===== src/hw/rtl/udp_seq_loss_jitter_tracker_defines.svh =====
// Assertion macros shared by the packet statistics RTL.
`ifndef UDP_SEQ_LOSS_JITTER_TRACKER_DEFINES_SVH
`define UDP_SEQ_LOSS_JITTER_TRACKER_DEFINES_SVH

// Same-cycle implication, sampled on clk, off while rst_n is low.
`define USLJT_ASSERT_IMP(label, ante, cons, msg) \
    label: assert property (@(posedge clk) disable iff (!rst_n) (ante) |-> (cons)) \
        else $error(msg);

// Next-cycle implication, sampled on clk, off while rst_n is low.
`define USLJT_ASSERT_NXT(label, ante, cons, msg) \
    label: assert property (@(posedge clk) disable iff (!rst_n) (ante) |=> (cons)) \
        else $error(msg);

`endif


===== src/hw/rtl/usljt_pkg.sv =====
// Package: widths, constants and item types of the packet statistics block.
package usljt_pkg;

    localparam int SEQ_WIDTH   = 32;
    localparam int USEC_WIDTH  = 20;
    localparam int SEC_WIDTH   = 32;
    localparam int BYTES_WIDTH = 16;
    localparam int CNT_WIDTH   = 32;
    localparam int WIDE_WIDTH  = 48;
    localparam int TRAN_WIDTH  = 64;
    // seconds * 1e6 + microseconds stays below 2^53
    localparam int TIME_WIDTH  = 53;

    localparam logic [USEC_WIDTH-1:0] USEC_PER_SEC = USEC_WIDTH'(1000000);
    localparam logic [WIDE_WIDTH:0]   JITTER_ROUND = (WIDE_WIDTH+1)'(8);
    localparam int                    JITTER_SHIFT = 4;

    typedef struct packed {
        logic [SEC_WIDTH-1:0]   send_seconds;
        logic [USEC_WIDTH-1:0]  send_microseconds;
        logic [CNT_WIDTH-1:0]   sequence_number;
        logic [SEC_WIDTH-1:0]   recv_seconds;
        logic [USEC_WIDTH-1:0]  recv_microseconds;
        logic [BYTES_WIDTH-1:0] byte_count;
    } pkt_item_t;

    typedef struct packed {
        logic [SEQ_WIDTH-1:0]          seq;
        logic [BYTES_WIDTH-1:0]        byte_count;
        logic signed [TRAN_WIDTH-1:0]  transit_us;
    } transit_item_t;

    typedef struct packed {
        logic [CNT_WIDTH-1:0]          highest_sequence;
        logic [CNT_WIDTH-1:0]          lost_packets;
        logic [CNT_WIDTH-1:0]          out_of_order_packets;
        logic [WIDE_WIDTH-1:0]         jitter_q4;
        logic signed [TRAN_WIDTH-1:0]  transit_us;
        logic [CNT_WIDTH-1:0]          packets_received;
        logic [WIDE_WIDTH-1:0]         bytes_received;
    } stats_item_t;

endpackage


===== src/hw/rtl/usljt_pkt_if.sv =====
// Interface: packet item channel (valid/ready plus packet fields).
interface usljt_pkt_if;
    logic                                  valid;
    logic                                  ready;
    logic [usljt_pkg::SEC_WIDTH-1:0]       send_seconds;
    logic [usljt_pkg::USEC_WIDTH-1:0]      send_microseconds;
    logic [usljt_pkg::CNT_WIDTH-1:0]       sequence_number;
    logic [usljt_pkg::SEC_WIDTH-1:0]       recv_seconds;
    logic [usljt_pkg::USEC_WIDTH-1:0]      recv_microseconds;
    logic [usljt_pkg::BYTES_WIDTH-1:0]     byte_count;

    modport source (
        output valid, send_seconds, send_microseconds, sequence_number,
               recv_seconds, recv_microseconds, byte_count,
        input  ready
    );

    modport sink (
        input  valid, send_seconds, send_microseconds, sequence_number,
               recv_seconds, recv_microseconds, byte_count,
        output ready
    );
endinterface


===== src/hw/rtl/usljt_stats_if.sv =====
// Interface: statistics result channel (valid/ready plus running totals).
interface usljt_stats_if;
    logic                                  valid;
    logic                                  ready;
    logic [usljt_pkg::CNT_WIDTH-1:0]       highest_sequence;
    logic [usljt_pkg::CNT_WIDTH-1:0]       lost_packets;
    logic [usljt_pkg::CNT_WIDTH-1:0]       out_of_order_packets;
    logic [usljt_pkg::WIDE_WIDTH-1:0]      jitter_q4;
    logic signed [usljt_pkg::TRAN_WIDTH-1:0] transit_us;
    logic [usljt_pkg::CNT_WIDTH-1:0]       packets_received;
    logic [usljt_pkg::WIDE_WIDTH-1:0]      bytes_received;

    modport source (
        output valid, highest_sequence, lost_packets, out_of_order_packets,
               jitter_q4, transit_us, packets_received, bytes_received,
        input  ready
    );

    modport sink (
        input  valid, highest_sequence, lost_packets, out_of_order_packets,
               jitter_q4, transit_us, packets_received, bytes_received,
        output ready
    );
endinterface


===== src/hw/rtl/usljt_time_stage.sv =====
// Timestamp pipeline: input register, microsecond totals, transit time.
module usljt_time_stage (
    input  logic                      clk,
    input  logic                      rst_n,
    input  logic                      in_valid,
    output logic                      in_ready,
    input  usljt_pkg::pkt_item_t      in_item,
    output logic                      out_valid,
    input  logic                      out_ready,
    output usljt_pkg::transit_item_t  out_item
);

    localparam int TW = usljt_pkg::TIME_WIDTH;

    logic                                s0_valid_reg;
    logic                                s0_valid_next;
    usljt_pkg::pkt_item_t                s0_item_reg;

    logic                                s1_valid_reg;
    logic                                s1_valid_next;
    logic [TW-1:0]                       s1_recv_reg;
    logic [TW-1:0]                       s1_send_reg;
    logic [usljt_pkg::SEQ_WIDTH-1:0]     s1_seq_reg;
    logic [usljt_pkg::BYTES_WIDTH-1:0]   s1_bytes_reg;

    logic                                s2_valid_reg;
    logic                                s2_valid_next;
    usljt_pkg::transit_item_t            s2_item_reg;

    logic                                s0_ready;
    logic                                s1_ready;
    logic                                s2_ready;
    logic [TW-1:0]                       recv_total;
    logic [TW-1:0]                       send_total;
    logic signed [usljt_pkg::TRAN_WIDTH-1:0] transit;

    // a stage takes a new item when empty or when its item moves on
    assign s2_ready = !s2_valid_reg || out_ready;
    assign s1_ready = !s1_valid_reg || s2_ready;
    assign s0_ready = !s0_valid_reg || s1_ready;
    assign in_ready = s0_ready;

    assign s0_valid_next = s0_ready ? in_valid     : s0_valid_reg;
    assign s1_valid_next = s1_ready ? s0_valid_reg : s1_valid_reg;
    assign s2_valid_next = s2_ready ? s1_valid_reg : s2_valid_reg;

    // constant multiply by one million, one per timestamp
    assign recv_total = TW'(s0_item_reg.recv_seconds) * TW'(usljt_pkg::USEC_PER_SEC)
                      + TW'(s0_item_reg.recv_microseconds);
    assign send_total = TW'(s0_item_reg.send_seconds) * TW'(usljt_pkg::USEC_PER_SEC)
                      + TW'(s0_item_reg.send_microseconds);

    assign transit = $signed(usljt_pkg::TRAN_WIDTH'(s1_recv_reg))
                   - $signed(usljt_pkg::TRAN_WIDTH'(s1_send_reg));

    always_ff @(posedge clk or negedge rst_n)
    begin
        if (!rst_n)
        begin
            s0_valid_reg <= 1'b0;
            s1_valid_reg <= 1'b0;
            s2_valid_reg <= 1'b0;
        end
        else
        begin
            s0_valid_reg <= s0_valid_next;
            s1_valid_reg <= s1_valid_next;
            s2_valid_reg <= s2_valid_next;
        end
    end

    always_ff @(posedge clk)
    begin
        if (s0_ready && in_valid)
        begin
            s0_item_reg <= in_item;
        end
        if (s1_ready && s0_valid_reg)
        begin
            s1_recv_reg  <= recv_total;
            s1_send_reg  <= send_total;
            s1_seq_reg   <= s0_item_reg.sequence_number[usljt_pkg::SEQ_WIDTH-1:0];
            s1_bytes_reg <= s0_item_reg.byte_count;
        end
        if (s2_ready && s1_valid_reg)
        begin
            s2_item_reg.seq        <= s1_seq_reg;
            s2_item_reg.byte_count <= s1_bytes_reg;
            s2_item_reg.transit_us <= transit;
        end
    end

    assign out_valid = s2_valid_reg;
    assign out_item  = s2_item_reg;

endmodule


===== src/hw/rtl/usljt_stats_update.sv =====
// Statistics update: sequence, loss, reorder, jitter and totals, result register.
`include "udp_seq_loss_jitter_tracker_defines.svh"

module usljt_stats_update (
    input  logic                      clk,
    input  logic                      rst_n,
    input  logic                      in_valid,
    output logic                      in_ready,
    input  usljt_pkg::transit_item_t  in_item,
    output logic                      out_valid,
    input  logic                      out_ready,
    output usljt_pkg::stats_item_t    out_item
);

    localparam int SW = usljt_pkg::SEQ_WIDTH;
    localparam int CW = usljt_pkg::CNT_WIDTH;
    localparam int WW = usljt_pkg::WIDE_WIDTH;
    localparam int TRW = usljt_pkg::TRAN_WIDTH;

    logic                  out_valid_reg;
    logic                  out_valid_next;
    logic [SW-1:0]         seq_high_reg;
    logic [SW-1:0]         seq_high_next;
    logic [CW-1:0]         loss_total_reg;
    logic [CW-1:0]         loss_total_next;
    logic [CW-1:0]         reorder_total_reg;
    logic [CW-1:0]         reorder_total_next;
    logic [TRW-1:0]        last_transit_reg;
    logic [TRW-1:0]        last_transit_next;
    logic [WW-1:0]         jitter_acc_reg;
    logic [WW-1:0]         jitter_acc_next;
    logic [CW-1:0]         packet_total_reg;
    logic [CW-1:0]         packet_total_next;
    logic [WW-1:0]         byte_total_reg;
    logic [WW-1:0]         byte_total_next;

    logic                  upd_fire;
    logic                  fwd;
    logic [SW-1:0]         gap;
    logic [CW:0]           loss_sum;
    logic [WW:0]           byte_sum;
    logic [TRW-1:0]        diff_pos;
    logic [TRW-1:0]        diff_neg;
    logic [TRW-1:0]        mag;
    logic [WW:0]           jitter_rnd;
    logic [WW-1:0]         jitter_base;
    logic [TRW:0]          jitter_sum;

    assign in_ready = !out_valid_reg || out_ready;
    assign upd_fire = in_valid && in_ready;
    assign out_valid_next = in_ready ? in_valid : out_valid_reg;

    assign fwd      = in_item.seq > seq_high_reg;
    assign gap      = in_item.seq - seq_high_reg - SW'(1);
    assign loss_sum = (CW+1)'(loss_total_reg) + (CW+1)'(gap);
    assign byte_sum = (WW+1)'(byte_total_reg) + (WW+1)'(in_item.byte_count);

    // both signs of the difference in parallel, pick by sign
    assign diff_pos = TRW'(in_item.transit_us) - last_transit_reg;
    assign diff_neg = last_transit_reg - TRW'(in_item.transit_us);
    assign mag      = diff_pos[TRW-1] ? diff_neg : diff_pos;

    // J - round(J/16) depends on state only and never goes below zero
    assign jitter_rnd  = ((WW+1)'(jitter_acc_reg) + usljt_pkg::JITTER_ROUND)
                         >> usljt_pkg::JITTER_SHIFT;
    assign jitter_base = jitter_acc_reg - WW'(jitter_rnd);
    assign jitter_sum  = (TRW+1)'(mag) + (TRW+1)'(jitter_base);

    always_comb
    begin
        seq_high_next      = seq_high_reg;
        loss_total_next    = loss_total_reg;
        reorder_total_next = reorder_total_reg;
        last_transit_next  = last_transit_reg;
        jitter_acc_next    = jitter_acc_reg;
        packet_total_next  = packet_total_reg;
        byte_total_next    = byte_total_reg;

        if (upd_fire)
        begin
            packet_total_next = (packet_total_reg == '1) ? packet_total_reg
                                                         : packet_total_reg + CW'(1);
            byte_total_next   = byte_sum[WW] ? '1 : byte_sum[WW-1:0];

            if (fwd)
            begin
                seq_high_next   = in_item.seq;
                loss_total_next = loss_sum[CW] ? '1 : loss_sum[CW-1:0];
            end
            else
            begin
                reorder_total_next = (reorder_total_reg == '1) ? reorder_total_reg
                                                               : reorder_total_reg + CW'(1);
                if (loss_total_reg != '0)
                begin
                    loss_total_next = loss_total_reg - CW'(1);
                end
            end

            last_transit_next = TRW'(in_item.transit_us);
            jitter_acc_next   = (|jitter_sum[TRW:WW]) ? '1 : jitter_sum[WW-1:0];
        end
    end

    always_ff @(posedge clk or negedge rst_n)
    begin
        if (!rst_n)
        begin
            out_valid_reg     <= 1'b0;
            seq_high_reg      <= '0;
            loss_total_reg    <= '0;
            reorder_total_reg <= '0;
            last_transit_reg  <= '0;
            jitter_acc_reg    <= '0;
            packet_total_reg  <= '0;
            byte_total_reg    <= '0;
        end
        else
        begin
            out_valid_reg     <= out_valid_next;
            seq_high_reg      <= seq_high_next;
            loss_total_reg    <= loss_total_next;
            reorder_total_reg <= reorder_total_next;
            last_transit_reg  <= last_transit_next;
            jitter_acc_reg    <= jitter_acc_next;
            packet_total_reg  <= packet_total_next;
            byte_total_reg    <= byte_total_next;
        end
    end

    // the state registers are the result register
    always_comb
    begin
        out_item.highest_sequence     = CW'(seq_high_reg);
        out_item.lost_packets         = loss_total_reg;
        out_item.out_of_order_packets = reorder_total_reg;
        out_item.jitter_q4            = jitter_acc_reg;
        out_item.transit_us           = $signed(last_transit_reg);
        out_item.packets_received     = packet_total_reg;
        out_item.bytes_received       = byte_total_reg;
    end

    assign out_valid = out_valid_reg;

    `USLJT_ASSERT_NXT(a_pkt_count_moves, upd_fire,
        packet_total_reg != $past(packet_total_reg) || packet_total_reg == '1,
        "packet count did not advance on an item")
    `USLJT_ASSERT_NXT(a_fwd_takes_seq, upd_fire && fwd,
        seq_high_reg == $past(in_item.seq),
        "forward packet did not become highest sequence")
    `USLJT_ASSERT_NXT(a_reorder_no_loss_rise, upd_fire && !fwd,
        loss_total_reg <= $past(loss_total_reg) && seq_high_reg == $past(seq_high_reg),
        "non-advancing packet raised loss or moved highest sequence")

endmodule


===== src/hw/rtl/udp_seq_loss_jitter_tracker.sv =====
// Top level: receive-side sequence loss, reorder and jitter statistics.
//
// Channel packet (sink) carries one item per received test packet: sender
// and receiver timestamps (seconds plus microseconds), sequence number and
// byte count. Channel report (source) returns one item per packet with the
// running totals after that packet: highest sequence, estimated losses,
// out-of-order count, Q4 interarrival jitter, this packet's transit time,
// packet count and byte count. Counters saturate at their maxima.
//
// From acceptance to report valid an item passes four register stages:
// input register, microsecond totals (one constant multiply per timestamp),
// transit subtract, then the statistics update, whose state registers are
// the report register. Throughput is one item per cycle unless report
// stalls; the state loop from one item to the next is the update stage.
//
// Reset clears every total, the last transit time and all stage valids.
// When report is stalled, each stage holds its item; stages that are empty
// still take new items, so up to four items sit in flight before packet.ready
// drops.
module udp_seq_loss_jitter_tracker (
    input  logic           clk,
    input  logic           rst_n,
    usljt_pkt_if.sink      packet,
    usljt_stats_if.source  report
);

    usljt_pkg::pkt_item_t      pkt_item;
    logic                      tr_valid;
    logic                      tr_ready;
    usljt_pkg::transit_item_t  tr_item;
    usljt_pkg::stats_item_t    st_item;

    // gather the packet fields into one item
    always_comb
    begin
        pkt_item.send_seconds      = packet.send_seconds;
        pkt_item.send_microseconds = packet.send_microseconds;
        pkt_item.sequence_number   = packet.sequence_number;
        pkt_item.recv_seconds      = packet.recv_seconds;
        pkt_item.recv_microseconds = packet.recv_microseconds;
        pkt_item.byte_count        = packet.byte_count;
    end

    // timestamp arithmetic: three register stages ending in transit time
    usljt_time_stage u_time (
        .clk       (clk),
        .rst_n     (rst_n),
        .in_valid  (packet.valid),
        .in_ready  (packet.ready),
        .in_item   (pkt_item),
        .out_valid (tr_valid),
        .out_ready (tr_ready),
        .out_item  (tr_item)
    );

    // per-packet statistics update; holds the report while stalled
    usljt_stats_update u_stats (
        .clk       (clk),
        .rst_n     (rst_n),
        .in_valid  (tr_valid),
        .in_ready  (tr_ready),
        .in_item   (tr_item),
        .out_valid (report.valid),
        .out_ready (report.ready),
        .out_item  (st_item)
    );

    // spread the result item onto the report fields
    always_comb
    begin
        report.highest_sequence     = st_item.highest_sequence;
        report.lost_packets         = st_item.lost_packets;
        report.out_of_order_packets = st_item.out_of_order_packets;
        report.jitter_q4            = st_item.jitter_q4;
        report.transit_us           = st_item.transit_us;
        report.packets_received     = st_item.packets_received;
        report.bytes_received       = st_item.bytes_received;
    end

endmodule


===== src/flat_wrapper.sv =====
// flat-port wrapper written by rule: the top's interface ports become plain ports
module udp_seq_loss_jitter_tracker_flat 
  (clk, rst_n, packet_valid, packet_send_seconds, packet_send_microseconds, packet_sequence_number, packet_recv_seconds, packet_recv_microseconds, packet_byte_count, packet_ready, report_valid, report_highest_sequence, report_lost_packets, report_out_of_order_packets, report_jitter_q4, report_transit_us, report_packets_received, report_bytes_received, report_ready);
  usljt_pkt_if packet_i ();
  usljt_stats_if report_i ();
  input  logic clk;
  input  logic rst_n;
  input wire logic [$bits(packet_i.valid)-1:0] packet_valid;
  input wire logic [$bits(packet_i.send_seconds)-1:0] packet_send_seconds;
  input wire logic [$bits(packet_i.send_microseconds)-1:0] packet_send_microseconds;
  input wire logic [$bits(packet_i.sequence_number)-1:0] packet_sequence_number;
  input wire logic [$bits(packet_i.recv_seconds)-1:0] packet_recv_seconds;
  input wire logic [$bits(packet_i.recv_microseconds)-1:0] packet_recv_microseconds;
  input wire logic [$bits(packet_i.byte_count)-1:0] packet_byte_count;
  output wire logic [$bits(packet_i.ready)-1:0] packet_ready;
  output wire logic [$bits(report_i.valid)-1:0] report_valid;
  output wire logic [$bits(report_i.highest_sequence)-1:0] report_highest_sequence;
  output wire logic [$bits(report_i.lost_packets)-1:0] report_lost_packets;
  output wire logic [$bits(report_i.out_of_order_packets)-1:0] report_out_of_order_packets;
  output wire logic [$bits(report_i.jitter_q4)-1:0] report_jitter_q4;
  output wire logic [$bits(report_i.transit_us)-1:0] report_transit_us;
  output wire logic [$bits(report_i.packets_received)-1:0] report_packets_received;
  output wire logic [$bits(report_i.bytes_received)-1:0] report_bytes_received;
  input wire logic [$bits(report_i.ready)-1:0] report_ready;
  assign packet_i.valid = packet_valid;
  assign packet_i.send_seconds = packet_send_seconds;
  assign packet_i.send_microseconds = packet_send_microseconds;
  assign packet_i.sequence_number = packet_sequence_number;
  assign packet_i.recv_seconds = packet_recv_seconds;
  assign packet_i.recv_microseconds = packet_recv_microseconds;
  assign packet_i.byte_count = packet_byte_count;
  assign packet_ready = packet_i.ready;
  assign report_valid = report_i.valid;
  assign report_highest_sequence = report_i.highest_sequence;
  assign report_lost_packets = report_i.lost_packets;
  assign report_out_of_order_packets = report_i.out_of_order_packets;
  assign report_jitter_q4 = report_i.jitter_q4;
  assign report_transit_us = report_i.transit_us;
  assign report_packets_received = report_i.packets_received;
  assign report_bytes_received = report_i.bytes_received;
  assign report_i.ready = report_ready;
  udp_seq_loss_jitter_tracker u_core (.clk(clk), .rst_n(rst_n), .packet(packet_i), .report(report_i));
endmodule

===== config.mk =====
export PLATFORM = sky130hd
export DESIGN_NAME = udp_seq_loss_jitter_tracker_flat
export DESIGN_NICKNAME = d
export VERILOG_FILES = /design/src/hw/rtl/usljt_pkg.sv /design/src/hw/rtl/usljt_pkt_if.sv /design/src/hw/rtl/usljt_stats_if.sv /design/src/hw/rtl/usljt_time_stage.sv /design/src/hw/rtl/usljt_stats_update.sv /design/src/hw/rtl/udp_seq_loss_jitter_tracker.sv /design/src/flat_wrapper.sv
export VERILOG_INCLUDE_DIRS = /design/src /design/src/hw/rtl
export SDC_FILE = /design/constraint.sdc
export NUM_CORES = 2
export LEC_CHECK = 0
export BUFFER_PORTS_ARGS = -buffer_cell sky130_fd_sc_hd__buf_2
export CORE_UTILIZATION = 41
export CTS_CLUSTER_DIAMETER = 80
export DETAILED_ROUTE_END_ITERATION = 6
export SLEW_MARGIN = 20
export SYNTH_ARGS = -nofsm -noshare
export SYNTH_HDL_FRONTEND = slang
export SYNTH_SLANG_ARGS = --single-unit
export TNS_END_PERCENT = 20

===== constraint.sdc =====
create_clock -name clk -period 7.8 [get_ports clk]
set_input_delay 0.78 -clock clk [delete_from_list [all_inputs] [get_ports clk]]
set_output_delay 0.78 -clock clk [all_outputs]
set_load 0.01 [all_outputs]

==> results.toml <==
[timing]
fin_crit_ps = 7428
skew_ps = 32.62
worst_slew_pin_slew_ps = 974.2
rsz0062_at_grt = "yes"
finalSetupTns_ps = 0
slew_headroom_pct = 35.05
max_freq_mhz = 134.6
hold_viol = 0
finalSetupViolCount = 0
fin_crit_sh_pct = 95.23
slew_viol_final = 0

[routing]
finalWirelength_um = 176200
first_pass_iters = 6
final_antenna_net_count = 0
drc = 0
drt-initial-drc-count = 3480
via_per_inst = 5.477
num_vias = 48130
wire_per_inst_um = 20.05

[place]
gp_congestion = 1.014
dp.cells = 8623
dp_hpwl_um = 143500
port_buffers = 445

[cts]
numCtsBuffers = 82
clock_path_buffers = 3
clk_pin_slew_ps = 60
h-tree-depth = 3
clkLatencyLatePin_ps = 700
postCtsHoldBufs = 0
tritoncts = "yes"
cts_num_sinks = 690
cts_root_buf = "clkbuf_16"

[min_path]
hold_path.class = "primary input to asynchronous set/reset pin"

[yosys]
ys_types = 103
synth.net_count = 7452
ys_ff_latch = 690
synthFlopType = "edfxtp_1"
syn_area_per_cell_um2 = 9.449
syn_area_mm2 = 0.05994
synth-edff-count = 408
synthCells = 6343
seq_area_frac_synth_pct = 32.22
postSynth.asyncResetShare_pct = 40.87
yosys_warnings = 0

[final_layout]
final_common_cell = "inv_1"
layout-drive-gt1-share_pct = 11.97
layout.cells.most_common_list = "inv_1 (715), ha_1 (669), a21oi_1 (474)"
fill_cells = 13929
num-nets-final = 7924
finalCoreUtilization_pct = 46.93
final_cells = 8787
area_delta_synth_final_pct = 13.03
largest_reg_flops = 152

[floorplan]
core_mm2 = 0.1444
rows = 139
initial_core_util_pct = 41.52
fp.dieW_um = 384.3
io_pins = 446
dieArea_mm2 = 0.1477
die_h_um = 384.3

[setup_path]
cp_num_buf_inv = 3
endpoint_kind = "register"
worstSetupPathType = "register to register"
crit_top_cell = "a21o_1"
cp.arrival_ps = 7980
cp.required_ps = 8350
worst-path-max-fanout = 12
cp_slowest_cell = "a311o_1"
cp_slowest_stage_delay_ps = 390
worst_setup_path_start_kind = "register"
critPathTopFamily = "compound AO/OA/AOI/OAI gates"

[job]
maxCapViolations = 0

[grt]
grt_max_degree = 136
grt_pass1_vias = 46608
grt_first_pass_wirelength_um = 269400
antenna_found_initial = 14
globalRouteOverflowTotal = 0
track_usage_pct = 23.30

[status]
status = "complete, no violations"
[per-stage QoR]
stage	instance area (µm²)	setup WS (ps)	hold WS [ps]
floorplan	59940	907.6	400.3
global placement	64590	331.7	400.4
detailed placement	64590	166.4	404.5
CTS	67430	73.91	54.56
global route	67740	-9.248	101.1
finish	67750	372.0	78.21
[metal layers]
layer  share of wire, %  track usage [%]  vias to the layer above  wire (µm)
li1                   -                -                    23416          -
met1                 44            30.81                    23317      77130
met2                 48            39.07                     1179      84410
met3                5.4            3.638                      216       9508
met4                2.9            7.077                        2       5163
met5             0.0057                0                        -         10
[worst paths after layout]
| check | start | end | slack (ps) | depth (start not counted) |
|---|---|---|---|---|
| worst max-delay path | u_core.u_stats.jitter_acc_reg[4] | u_core.u_stats.jitter_acc_reg[29] | 370 | 32 |
| worst min-delay path | rst_n | u_core.u_stats.byte_total_reg[5] | 80 | 1 |
| worst max register to register | u_core.u_stats.jitter_acc_reg[4] | u_core.u_stats.jitter_acc_reg[29] | 370 | 32 |
| worst min register to register | u_core.u_time.s1_bytes_reg[9] | u_core.u_time.out_item[73] | 410 | 0 |
| max in group asynchronous | rst_n | u_core.u_stats.byte_total_reg[18] | 6330 | 2 |
| min in group clk | packet_sequence_number[21] | u_core.u_time.s0_item_reg[89] | 260 | 1 |
[what timing repair did]
action,4_1_cts,5_1_grt
resized for setup,0,51
buffers inserted,0,8
endpoints found under the setup margin,0,64
[Yosys cell counts (150+ instances only)]
cell type	count	area share, %
nand3_1	150	1.3
o21ai_0	408	3.4
nand2_1	468	2.9
edfxtp_1	408	20
nor2_1	407	2.5
fa_1	280	9.4
ha_1	673	14
xnor2_1	323	4.7
inv_1	721	4.5
a21o_1	163	2.0
a21oi_1	478	4.0
dfrtp_1	282	12
xor2_1	198	2.9
[cells by family after synthesis]
kind of cell,Yosys count,share of synthesized area [%]
buffers and inverters,886,5.820
adders and majority gates,953,23.40
AOI/OAI and AO/OA,1640,17.17
DFF,690,32.22
muxes,28,0.4885
xor gates and xnor gates,521,7.613
and+or+nand+nor,1625,13.29
[cell type report]
| cell class | instances | area [µm²] | area share, % |
|---|---|---|---|
| inverter | 721 | 2706 | 3.995 |
| clock inverter | 47 | 576.8 | 0.8514 |
| sequential | 690 | 19310 | 28.50 |
| clock buffer | 105 | 2263 | 3.341 |
| antenna | 1 | 2.502 | 0.003694 |
| multi-input combinational | 4767 | 37370 | 55.16 |
| timing repair buffer | 553 | 3139 | 4.634 |
| tap | 1903 | 2381 | 3.515 |
Power is left out: the tool's default activity adds up to more than one toggle a clock period on the data nets, which glitch-free logic cannot reach.
